==> src/rtl/cse_pkg.sv <==
`timescale 1ns / 1ps
package cse_pkg;

	localparam int POS_W        = 6;
	localparam int CARRIER_DEF  = 39;
	localparam int SENTENCE_LEN = 39;
	localparam int MAX_RESULTS  = 12;
	localparam int CNT_W        = $clog2(MAX_RESULTS);
	localparam int NB_W         = 4;
	localparam int QUEUE_DEPTH  = 2;

	localparam logic [7:0] SPACE_CHAR = 8'h20;
	localparam logic [7:0] CASE_BIT   = 8'h20;

	localparam logic [1:0] MODE_5B = 2'd0;
	localparam logic [1:0] MODE_7B = 2'd1;
	localparam logic [1:0] MODE_8B = 2'd2;

	localparam logic [0:SENTENCE_LEN-1][7:0] CARRIER_ROM =
		"To be or not to be that is the question";

	// One classified beat handed from the front to the back.
	typedef struct packed {
		logic            bad;
		logic [NB_W-1:0] nbits;
		logic [7:0]      code;   // left aligned, next bit in code[7]
	} cse_item_t;

	function automatic logic [7:0] carrier_char(input logic [POS_W-1:0] pos);
		logic [7:0] c;
		c = SPACE_CHAR;
		if (pos < POS_W'(SENTENCE_LEN)) begin
			c = CARRIER_ROM[pos];
		end
		return c;
	endfunction

	function automatic logic is_letter(input logic [7:0] c);
		return (c >= 8'h41 && c <= 8'h5A) || (c >= 8'h61 && c <= 8'h7A);
	endfunction

endpackage

==> src/rtl/case_steganography_encoder_top.sv <==
`timescale 1ns / 1ps
// Channel  Dir  Handshake             Payload
// in       in   in_valid/in_ready     in_byte[7:0]
// out      out  out_valid/out_ready   out_char[7:0], illegal, last
// cfg      in   cfg_valid/cfg_ready   width_mode[1:0]
//
// Each byte is loaded into the back end, which then emits its output beats:
// 5 to 8 letters plus carrier spaces and wraps, 5 to 12 beats with the default
// sentence; the carrier sequencer emits one beat a cycle while out_ready allows it.
// An illegal byte yields one error beat and then halts the block until reset.
// Reset clears the carrier position, the halt flag and sets width_mode to 8 bits.
// out_ready low holds the output register; a two-entry queue keeps the front taking bytes.
module case_steganography_encoder_top import cse_pkg::*; #(
	parameter int CARRIER_LEN = CARRIER_DEF
) (
	input  logic       clk,
	input  logic       arst_n,
	input  logic       in_valid,
	output logic       in_ready,
	input  logic [7:0] in_byte,
	output logic       out_valid,
	input  logic       out_ready,
	output logic [7:0] out_char,
	output logic       illegal,
	output logic       last,
	input  logic       cfg_valid,
	output logic       cfg_ready,
	input  logic [1:0] width_mode
);

	// front to queue
	logic      q_full;
	logic      q_push;
	cse_item_t push_item;

	// queue to back
	logic      q_pop;
	logic      q_empty;
	cse_item_t pop_item;

	// Classify each beat: pick the width, code the byte, flag illegal ones.
	// Drop every beat once an illegal byte has gone into the queue.
	cse_front u_front (
		.clk        (clk),
		.arst_n     (arst_n),
		.in_valid   (in_valid),
		.in_ready   (in_ready),
		.in_byte    (in_byte),
		.cfg_valid  (cfg_valid),
		.cfg_ready  (cfg_ready),
		.width_mode (width_mode),
		.q_full     (q_full),
		.q_push     (q_push),
		.q_item     (push_item)
	);

	// Hold classified bytes while the back end is busy.
	cse_fifo u_fifo (
		.clk       (clk),
		.arst_n    (arst_n),
		.push      (q_push),
		.push_item (push_item),
		.full      (q_full),
		.pop       (q_pop),
		.empty     (q_empty),
		.pop_item  (pop_item)
	);

	// Walk the carrier sentence, one output beat per cycle unless out_ready stalls it, bits MSB first.
	cse_back #(
		.CARRIER_LEN (CARRIER_LEN)
	) u_back (
		.clk       (clk),
		.arst_n    (arst_n),
		.q_empty   (q_empty),
		.q_item    (pop_item),
		.q_pop     (q_pop),
		.out_valid (out_valid),
		.out_ready (out_ready),
		.out_char  (out_char),
		.illegal   (illegal),
		.last      (last)
	);

endmodule

==> src/rtl/cse_front.sv <==
`timescale 1ns / 1ps
module cse_front import cse_pkg::*; (
	input  logic       clk,
	input  logic       arst_n,
	input  logic       in_valid,
	output logic       in_ready,
	input  logic [7:0] in_byte,
	input  logic       cfg_valid,
	output logic       cfg_ready,
	input  logic [1:0] width_mode,
	input  logic       q_full,
	output logic       q_push,
	output cse_item_t  q_item
);

	logic [1:0] mode_q;
	logic       halted_q;
	logic       white;
	logic       accept;

	assign cfg_ready = 1'b1;
	// once halted, take every beat and drop it
	assign in_ready  = halted_q || !q_full;
	assign accept    = in_valid && in_ready;
	assign q_push    = accept && !halted_q;

	always_comb begin
		white = (in_byte == SPACE_CHAR) || (in_byte >= 8'h09 && in_byte <= 8'h0D);
		q_item.bad   = 1'b0;
		q_item.nbits = NB_W'(8);
		q_item.code  = white ? 8'h00 : in_byte;
		unique case (mode_q)
			MODE_5B: begin
				q_item.nbits = NB_W'(5);
				if (white) begin
					q_item.code = 8'h00;
				end else if (in_byte >= 8'h61 && in_byte <= 8'h7A) begin
					q_item.code = {5'(in_byte - 8'h60), 3'b000};
				end else begin
					q_item.code = 8'h00;
					q_item.bad  = 1'b1;
				end
			end
			MODE_7B: begin
				q_item.nbits = NB_W'(7);
				if (white) begin
					q_item.code = 8'h00;
				end else if (!in_byte[7] && in_byte != 8'h00) begin
					q_item.code = {in_byte[6:0], 1'b0};
				end else begin
					q_item.code = 8'h00;
					q_item.bad  = 1'b1;
				end
			end
			default: begin
			end
		endcase
	end

	always_ff @(posedge clk or negedge arst_n) begin
		if (!arst_n) begin
			mode_q   <= MODE_8B;
			halted_q <= 1'b0;
		end else begin
			if (cfg_valid && cfg_ready) begin
				mode_q <= width_mode;
			end
			if (q_push && q_item.bad) begin
				halted_q <= 1'b1;
			end
		end
	end

endmodule

==> src/rtl/cse_fifo.sv <==
`timescale 1ns / 1ps
module cse_fifo import cse_pkg::*; (
	input  logic      clk,
	input  logic      arst_n,
	input  logic      push,
	input  cse_item_t push_item,
	output logic      full,
	input  logic      pop,
	output logic      empty,
	output cse_item_t pop_item
);

	localparam int DEPTH = QUEUE_DEPTH;
	localparam int PTR_W = (DEPTH > 1) ? $clog2(DEPTH) : 1;
	localparam int CNT_W = $clog2(DEPTH + 1);

	cse_item_t        mem_q [DEPTH];
	logic [PTR_W-1:0] wr_q;
	logic [PTR_W-1:0] rd_q;
	logic [CNT_W-1:0] cnt_q;

	assign full     = cnt_q == CNT_W'(DEPTH);
	assign empty    = cnt_q == '0;
	assign pop_item = mem_q[rd_q];

	always_ff @(posedge clk) begin
		if (push && !full) begin
			mem_q[wr_q] <= push_item;
		end
	end

	always_ff @(posedge clk or negedge arst_n) begin
		if (!arst_n) begin
			wr_q  <= '0;
			rd_q  <= '0;
			cnt_q <= '0;
		end else begin
			if (push && !full) begin
				wr_q <= (wr_q == PTR_W'(DEPTH - 1)) ? '0 : wr_q + 1'b1;
			end
			if (pop && !empty) begin
				rd_q <= (rd_q == PTR_W'(DEPTH - 1)) ? '0 : rd_q + 1'b1;
			end
			unique case ({push && !full, pop && !empty})
				2'b10:   cnt_q <= cnt_q + 1'b1;
				2'b01:   cnt_q <= cnt_q - 1'b1;
				default: cnt_q <= cnt_q;
			endcase
		end
	end

endmodule

==> src/rtl/cse_back.sv <==
`timescale 1ns / 1ps
module cse_back import cse_pkg::*; #(
	parameter int CARRIER_LEN = CARRIER_DEF
) (
	input  logic       clk,
	input  logic       arst_n,
	input  logic       q_empty,
	input  cse_item_t  q_item,
	output logic       q_pop,
	output logic       out_valid,
	input  logic       out_ready,
	output logic [7:0] out_char,
	output logic       illegal,
	output logic       last
);

	logic             busy_q;
	logic             bad_q;
	logic [7:0]       code_q;
	logic [NB_W-1:0]  bits_left_q;
	logic [CNT_W-1:0] cnt_q;
	logic [POS_W-1:0] pos_q;
	logic             out_valid_q;
	logic [7:0]       out_char_q;
	logic             out_illegal_q;
	logic             out_last_q;

	logic             step;
	logic             wrap;
	logic             take_bit;
	logic             done;
	logic [7:0]       cur_ch;
	logic [7:0]       step_ch;

	assign out_valid = out_valid_q;
	assign out_char  = out_char_q;
	assign illegal   = out_illegal_q;
	assign last      = out_last_q;

	assign step  = busy_q && (!out_valid_q || out_ready);
	assign q_pop = !busy_q && !q_empty;

	always_comb begin
		cur_ch   = carrier_char(pos_q);
		wrap     = pos_q >= POS_W'(CARRIER_LEN);
		take_bit = !wrap && is_letter(cur_ch);
		if (!take_bit) begin
			step_ch = SPACE_CHAR;
		end else if (code_q[7]) begin
			step_ch = cur_ch & ~CASE_BIT;
		end else begin
			step_ch = cur_ch | CASE_BIT;
		end
		done = (take_bit && bits_left_q == NB_W'(1)) || cnt_q == CNT_W'(MAX_RESULTS - 1);
	end

	always_ff @(posedge clk) begin
		if (q_pop) begin
			bad_q       <= q_item.bad;
			code_q      <= q_item.code;
			bits_left_q <= q_item.nbits;
			cnt_q       <= '0;
		end else if (step && !bad_q) begin
			if (take_bit) begin
				code_q      <= {code_q[6:0], 1'b0};
				bits_left_q <= bits_left_q - 1'b1;
			end
			cnt_q <= cnt_q + 1'b1;
		end
		if (step) begin
			out_char_q    <= bad_q ? 8'h00 : step_ch;
			out_illegal_q <= bad_q;
			out_last_q    <= bad_q || done;
		end
	end

	always_ff @(posedge clk or negedge arst_n) begin
		if (!arst_n) begin
			busy_q      <= 1'b0;
			pos_q       <= '0;
			out_valid_q <= 1'b0;
		end else begin
			if (q_pop) begin
				busy_q <= 1'b1;
			end else if (step && (bad_q || done)) begin
				busy_q <= 1'b0;
			end
			if (step && !bad_q) begin
				pos_q <= wrap ? '0 : pos_q + 1'b1;
			end
			if (step) begin
				out_valid_q <= 1'b1;
			end else if (out_ready) begin
				out_valid_q <= 1'b0;
			end
		end
	end

	a_pos_range: assert property (@(posedge clk) disable iff (!arst_n)
		pos_q <= POS_W'(CARRIER_LEN))
		else $error("carrier position past wrap point");

	a_err_is_last: assert property (@(posedge clk) disable iff (!arst_n)
		out_valid_q && out_illegal_q |-> out_last_q && out_char_q == 8'h00)
		else $error("error beat not marked last");

	a_quiet_after_err: assert property (@(posedge clk) disable iff (!arst_n)
		out_valid_q && out_ready && out_illegal_q |=> !out_valid_q && !busy_q)
		else $error("activity after error beat");

	a_bits_pending: assert property (@(posedge clk) disable iff (!arst_n)
		busy_q && !bad_q |-> bits_left_q != '0)
		else $error("busy with no bits left");

	a_pop_idle: assert property (@(posedge clk) disable iff (!arst_n)
		q_pop |=> busy_q && $stable(pos_q))
		else $error("load did not start an item");

endmodule
==> config.mk <==
export PLATFORM = sky130hd
export DESIGN_NAME = case_steganography_encoder_top
export DESIGN_NICKNAME = d
export VERILOG_FILES = /design/src/rtl/cse_pkg.sv /design/src/rtl/case_steganography_encoder_top.sv /design/src/rtl/cse_front.sv /design/src/rtl/cse_fifo.sv /design/src/rtl/cse_back.sv
export SDC_FILE = /design/constraint.sdc
export NUM_CORES = 1
export LEC_CHECK = 0
export ABC_CLOCK_PERIOD_IN_PS = 8119
export BUFFER_PORTS_ARGS = -buffer_cell sky130_fd_sc_hd__buf_2
export CAP_MARGIN = 40
export CORE_MARGIN = 5
export CORE_UTILIZATION = 60
export DETAILED_ROUTE_END_ITERATION = 8
export PLACE_DENSITY = 0.8
export REMOVE_ABC_BUFFERS = 1
export SLEW_MARGIN = 10
export SYNTH_ARGS = -nofsm -noshare
export SYNTH_HDL_FRONTEND = slang
export SYNTH_HIERARCHICAL = 1
export SYNTH_SLANG_ARGS = --single-unit
export TNS_END_PERCENT = 50
==> constraint.sdc <==
create_clock -name clk -period 8.12 [get_ports clk]
set_input_delay 0.406 -clock clk [delete_from_list [all_inputs] [get_ports clk]]
set_output_delay 0.406 -clock clk [all_outputs]
set_load 0.02 [all_outputs]
==> flow_results.xml <==
<?xml version="1.0" encoding="UTF-8"?>
<metrics>
  <group name="critical_path">
    <metric name="worst_ep_required_time" unit="ns">8.22</metric>
    <metric name="worst_path_largest_cell_delay" unit="ns">0.53</metric>
    <metric name="worstSetupPathType" unit="">flip-flop to flip-flop</metric>
    <metric name="crit_path_cell_trace" unit="">inv_1 &gt; ha_1 &gt; nor4bb_1 &gt; a211oi_1 &gt; o21ai_0 &gt; or3_1 &gt; or3_1 &gt; o211ai_2 &gt; o22ai_1 &gt; buf_4</metric>
    <metric name="timing.critical_path.fanout_max" unit="">11</metric>
    <metric name="path_common_cell" unit="">sky130_fd_sc_hd__or3_1</metric>
    <metric name="worst_setup_path_start_kind" unit="">flip-flop</metric>
    <metric name="cp_slowest_cell" unit="">sky130_fd_sc_hd__dfrtp_1</metric>
    <metric name="endpoint_kind" unit="">flip-flop</metric>
    <metric name="cp_top_family" unit="">compound AO/OA/AOI/OAI gates</metric>
    <metric name="arrival" unit="ns">3.62</metric>
    <metric name="sum_of_buffers_and_inverters_on_the_critical_path" unit="">2</metric>
  </group>
  <group name="floorplanning">
    <metric name="core_area" unit="mm2">0.00599</metric>
    <metric name="rows" unit="">28</metric>
    <metric name="die_width" unit="um">88.9</metric>
    <metric name="num_io_pins" unit="">28</metric>
    <metric name="dieArea" unit="mm2">0.00790</metric>
    <metric name="start_util" unit="%">62.4</metric>
    <metric name="dieHeight" unit="um">88.9</metric>
  </group>
  <group name="grt">
    <metric name="grt_first_pass_wirelength" unit="mm">11.1</metric>
    <metric name="grt_resource_usage_total" unit="%">18.5</metric>
    <metric name="grt_pass1_vias" unit="">2366</metric>
    <metric name="globalRoute.totalOverflow" unit="">0</metric>
    <metric name="grt_start_max_net_pins" unit="">31</metric>
    <metric name="grt_antenna_before_repair" unit="">0</metric>
  </group>
  <group name="sta">
    <metric name="worst_slew_margin_rel" unit="%">44.1</metric>
    <metric name="timing_hold_violations_final" unit="">0</metric>
    <metric name="post-route-period-util" unit="%">43.3</metric>
    <metric name="finalMaxSlewViolations" unit="">0</metric>
    <metric name="fmax" unit="GHz">0.284</metric>
    <metric name="fin_skew" unit="ns">0.00830</metric>
    <metric name="rsz0062_at_grt" unit="">false</metric>
    <metric name="finalSetupTns" unit="ns">0</metric>
    <metric name="min_period" unit="ns">3.52</metric>
    <metric name="tightestPinTransition" unit="ns">0.838</metric>
    <metric name="setup_viol" unit="">0</metric>
    <metric name="setup_ws" unit="ns">4.60</metric>
  </group>
  <group name="placement">
    <metric name="pre_cts_slack" unit="ns">4.60</metric>
    <metric name="gp_routability_congestion" unit="">0.962</metric>
    <metric name="buffer_ports.inserted" unit="">25</metric>
    <metric name="final_hpwl_from_detailed_placement" unit="mm">4.74</metric>
  </group>
  <group name="routing">
    <metric name="vias" unit="">2585</metric>
    <metric name="drc" unit="">0</metric>
    <metric name="aggregate_routed_wire_length" unit="mm">6.67</metric>
    <metric name="routedWlPerCell" unit="um">15.3</metric>
    <metric name="firstDrtPassIters" unit="">5</metric>
    <metric name="drt_iter0_drcs" unit="">258</metric>
    <metric name="route.detailed.vias_per_inst" unit="">5.94</metric>
    <metric name="final_antenna_net_count" unit="">0</metric>
  </group>
  <group name="clock_tree">
    <metric name="clock_insertion_delay_worst_skew" unit="ns">0.34</metric>
    <metric name="cts.sinks" unit="">67</metric>
    <metric name="cts_buffers" unit="">9</metric>
    <metric name="clock_root_buffer_master" unit="">sky130_fd_sc_hd__clkbuf_8</metric>
    <metric name="cts_setup_buffers" unit="">0</metric>
    <metric name="htreeDepth" unit="">3</metric>
    <metric name="cts-root-to-sink-buffers" unit="">2</metric>
    <metric name="cts_tree" unit="">done</metric>
    <metric name="clk_transition_reported_paths" unit="ns">0.07</metric>
  </group>
  <group name="layout">
    <metric name="num_antenna_cells" unit="">0</metric>
    <metric name="fill_cells" unit="">460</metric>
    <metric name="area_of_the_multi_input_gates" unit="mm2">0.00165</metric>
    <metric name="nets" unit="">381</metric>
    <metric name="seqCellArea" unit="mm2">0.00190</metric>
    <metric name="fin_util" unit="%">67.9</metric>
    <metric name="fraction_of_layout_instances_using_a_drive_strength_above_1" unit="%">21.7</metric>
    <metric name="syn_to_final_growth" unit="%">8.87</metric>
  </group>
  <group name="logic_synthesis">
    <metric name="synth_unique_cells" unit="">63</metric>
    <metric name="synthesis.instances" unit="">337</metric>
    <metric name="synth_top_flop_cell" unit="">sky130_fd_sc_hd__edfxtp_1</metric>
    <metric name="seq_area_frac_synth" unit="%">50.8</metric>
    <metric name="number_of_enable_flip_flop_cells_after_synthesis" unit="">48</metric>
    <metric name="asyncSetResetFlopFracSynth" unit="%">22.4</metric>
    <metric name="synth-seq-cells" unit="">67</metric>
    <metric name="synth.avg_cell_area" unit="um2">11.1</metric>
    <metric name="synth.yosys.warnings" unit="">6</metric>
    <metric name="synth_area" unit="mm2">0.00374</metric>
  </group>
  <group name="power">
    <metric name="fin_total_pwr" unit="mW">1.54</metric>
    <metric name="pwr_density_cell" unit="mW/mm2">378</metric>
    <metric name="irDropWorstVdd" unit="mV">0.280</metric>
    <metric name="power.static_leakage" unit="nW">1.54</metric>
  </group>
  <group name="status">
    <metric name="run_status" unit="">complete, no violations</metric>
  </group>
  <group name="run">
    <metric name="max_cap_violations" unit="">0</metric>
  </group>
  <group name="worst_hold_path">
    <metric name="hp-class" unit="">input port to flip-flop</metric>
  </group>
</metrics>
-- cells in the final DEF, fill, tap and decap left out, types with 11 or more instances in the layout --
cell type                  count
sky130_fd_sc_hd__dfrtp_1      14
sky130_fd_sc_hd__o21ai_0      20
sky130_fd_sc_hd__nand2_1      25
sky130_fd_sc_hd__mux2_2       25
sky130_fd_sc_hd__ha_1         11
sky130_fd_sc_hd__buf_2        25
sky130_fd_sc_hd__a21oi_1      17
sky130_fd_sc_hd__inv_1        15
sky130_fd_sc_hd__nor2_1       23
sky130_fd_sc_hd__edfxtp_1     48
-- through the flow --
| stage | hold WS [ns] | std cells | cell area (um2) |
|---|---|---|---|
| 2_1_floorplan | 0.110 | 315 | 3610 |
| 5_1_grt | 0.237 | 435 | 4070 |
| 4_1_cts | 0.225 | 435 | 4070 |
| 3_5_place_dp | 0.333 | 418 | 3850 |
| 6_report | 0.243 | 435 | 4070 |
| 3_3_place_gp | 0.330 | 416 | 3830 |
-- cells by family after synthesis --
logic type	count (synthesis)	share of synthesized area (%)
AND/OR/NAND/NOR	107	15.6
AO/OA/AOI/OAI	75	13.9
flip-flops	67	50.8
buffers and inverters	37	4.96
multiplexers	28	8.47
adder cells (fa/ha/maj)	11	3.68
XOR/XNOR	10	2.34
other	2	0.201
-- layer usage --
layer,track usage [%],vias up,part of all wire [%]
li1,-,1272,-
met1,27.2,1199,48
met2,26.5,106,44
met3,3.87,8,7.0
met4,7.97,0,1.3
met5,0,-,0
-- sequential cells by signal (all words and copies together) (netlist names), 2 cells and up --
name / count
u_front/mode_q: 2
u_back/pos_q: 6
u_back/cnt_q: 4
u_back/bits_left_q: 4
u_back/code_q: 8
u_fifo/mem_q: 26
u_fifo/cnt_q: 2
u_back/out_char: 7
-- cell type report --
cell class | instances | share of cell area [%]
clock buffer | 11 | 3.23
inverter | 15 | 1.38
timing repair buffer | 29 | 3.88
multi-input combinational | 233 | 40.6
sequential | 67 | 46.7
clock inverter | 5 | 1.91
tap | 75 | 2.31
-- worst register-to-register path, stage by stage (launching register included) --
cell,delay [ns]
sky130_fd_sc_hd__dfrtp_1,0.53
sky130_fd_sc_hd__inv_1,0.22
sky130_fd_sc_hd__ha_1,0.38
sky130_fd_sc_hd__nor4bb_1,0.16
sky130_fd_sc_hd__a211oi_1,0.31
sky130_fd_sc_hd__o21ai_0,0.19
sky130_fd_sc_hd__or3_1,0.40
sky130_fd_sc_hd__or3_1,0.33
sky130_fd_sc_hd__o211ai_2,0.19
sky130_fd_sc_hd__o22ai_1,0.33
sky130_fd_sc_hd__buf_4,0.26
-- Yosys cell counts, types with 2 or more instances --
master                     number  area share [%]
sky130_fd_sc_hd__edfxtp_1      48              39
sky130_fd_sc_hd__mux2_2        25             7.5
sky130_fd_sc_hd__nand2_1       25             2.5
sky130_fd_sc_hd__nor2_1        23             2.3
sky130_fd_sc_hd__o21ai_0       20             2.7
sky130_fd_sc_hd__a21oi_1       17             2.3
sky130_fd_sc_hd__inv_1         15             1.5
sky130_fd_sc_hd__dfrtp_1       14             9.4
sky130_fd_sc_hd__ha_1          11             3.7
sky130_fd_sc_hd__clkbuf_1      10             1.0
sky130_fd_sc_hd__nand3_1        7            0.94
sky130_fd_sc_hd__nor2b_1        7             1.2
sky130_fd_sc_hd__nor3_1         7            0.94
sky130_fd_sc_hd__nor3b_1        7             1.4
sky130_fd_sc_hd__a221oi_1       6             1.4
sky130_fd_sc_hd__xnor2_1        6             1.4
sky130_fd_sc_hd__and2_1         5            0.84
sky130_fd_sc_hd__nand2b_1       5            0.84
sky130_fd_sc_hd__a211oi_1       4            0.80
sky130_fd_sc_hd__and3_1         4            0.67
sky130_fd_sc_hd__buf_2          4            0.54
sky130_fd_sc_hd__buf_6          4             1.2
sky130_fd_sc_hd__dfxtp_1        4             2.1
sky130_fd_sc_hd__o211ai_1       4            0.80
sky130_fd_sc_hd__xor2_1         4            0.94
sky130_fd_sc_hd__buf_4          3            0.60
sky130_fd_sc_hd__o31a_1         3            0.70
sky130_fd_sc_hd__or3_1          3            0.50
sky130_fd_sc_hd__and3b_1        2            0.47
sky130_fd_sc_hd__conb_1         2            0.20
sky130_fd_sc_hd__mux2i_1        2            0.54
sky130_fd_sc_hd__nand3b_1       2            0.40
sky130_fd_sc_hd__nand4_1        2            0.33
sky130_fd_sc_hd__o22ai_1        2            0.33
sky130_fd_sc_hd__o31ai_1        2            0.40
-- repair_timing --
item	in CTS	in global routing
gates resized for setup	0	0
endpoints found under the hold margin	14	0
hold buffers	1	0
-- report_power, final --
part | internal (mW) | switching [mW] | total (mW) | leakage [nW]
clock network | 0.172 | 0.116 | 0.288 | 0.105
logic | 0.281 | 0.342 | 0.623 | 0.775
registers | 0.515 | 0.113 | 0.628 | 0.660
total | 0.968 | 0.571 | 1.54 | 1.54
-- final timing paths --
kind / startpoint / end / slack, ns / cells after the start
min: cfg_valid / u_front/mode_q[1]$_DFFE_PN1P_ / 0.24 / 2
max in group asynchronous: arst_n / u_front/mode_q[1]$_DFFE_PN1P_ / 7.30 / 2
max: u_back/pos_q[0]$_DFFE_PN0P_ / u_back/code_q[3]$_DFFE_PP_ / 4.60 / 10
max reg2reg: u_back/pos_q[0]$_DFFE_PN0P_ / u_back/code_q[3]$_DFFE_PP_ / 4.60 / 10
min in group asynchronous: arst_n / u_front/halted_q$_DFFE_PN0P_ / 0.52 / 2
min reg2reg: u_back/cnt_q[1]$_SDFFE_PP0P_ / u_back/cnt_q[1]$_SDFFE_PP0P_ / 0.48 / 2
Note: power is estimated with default switching activity, not from simulation.
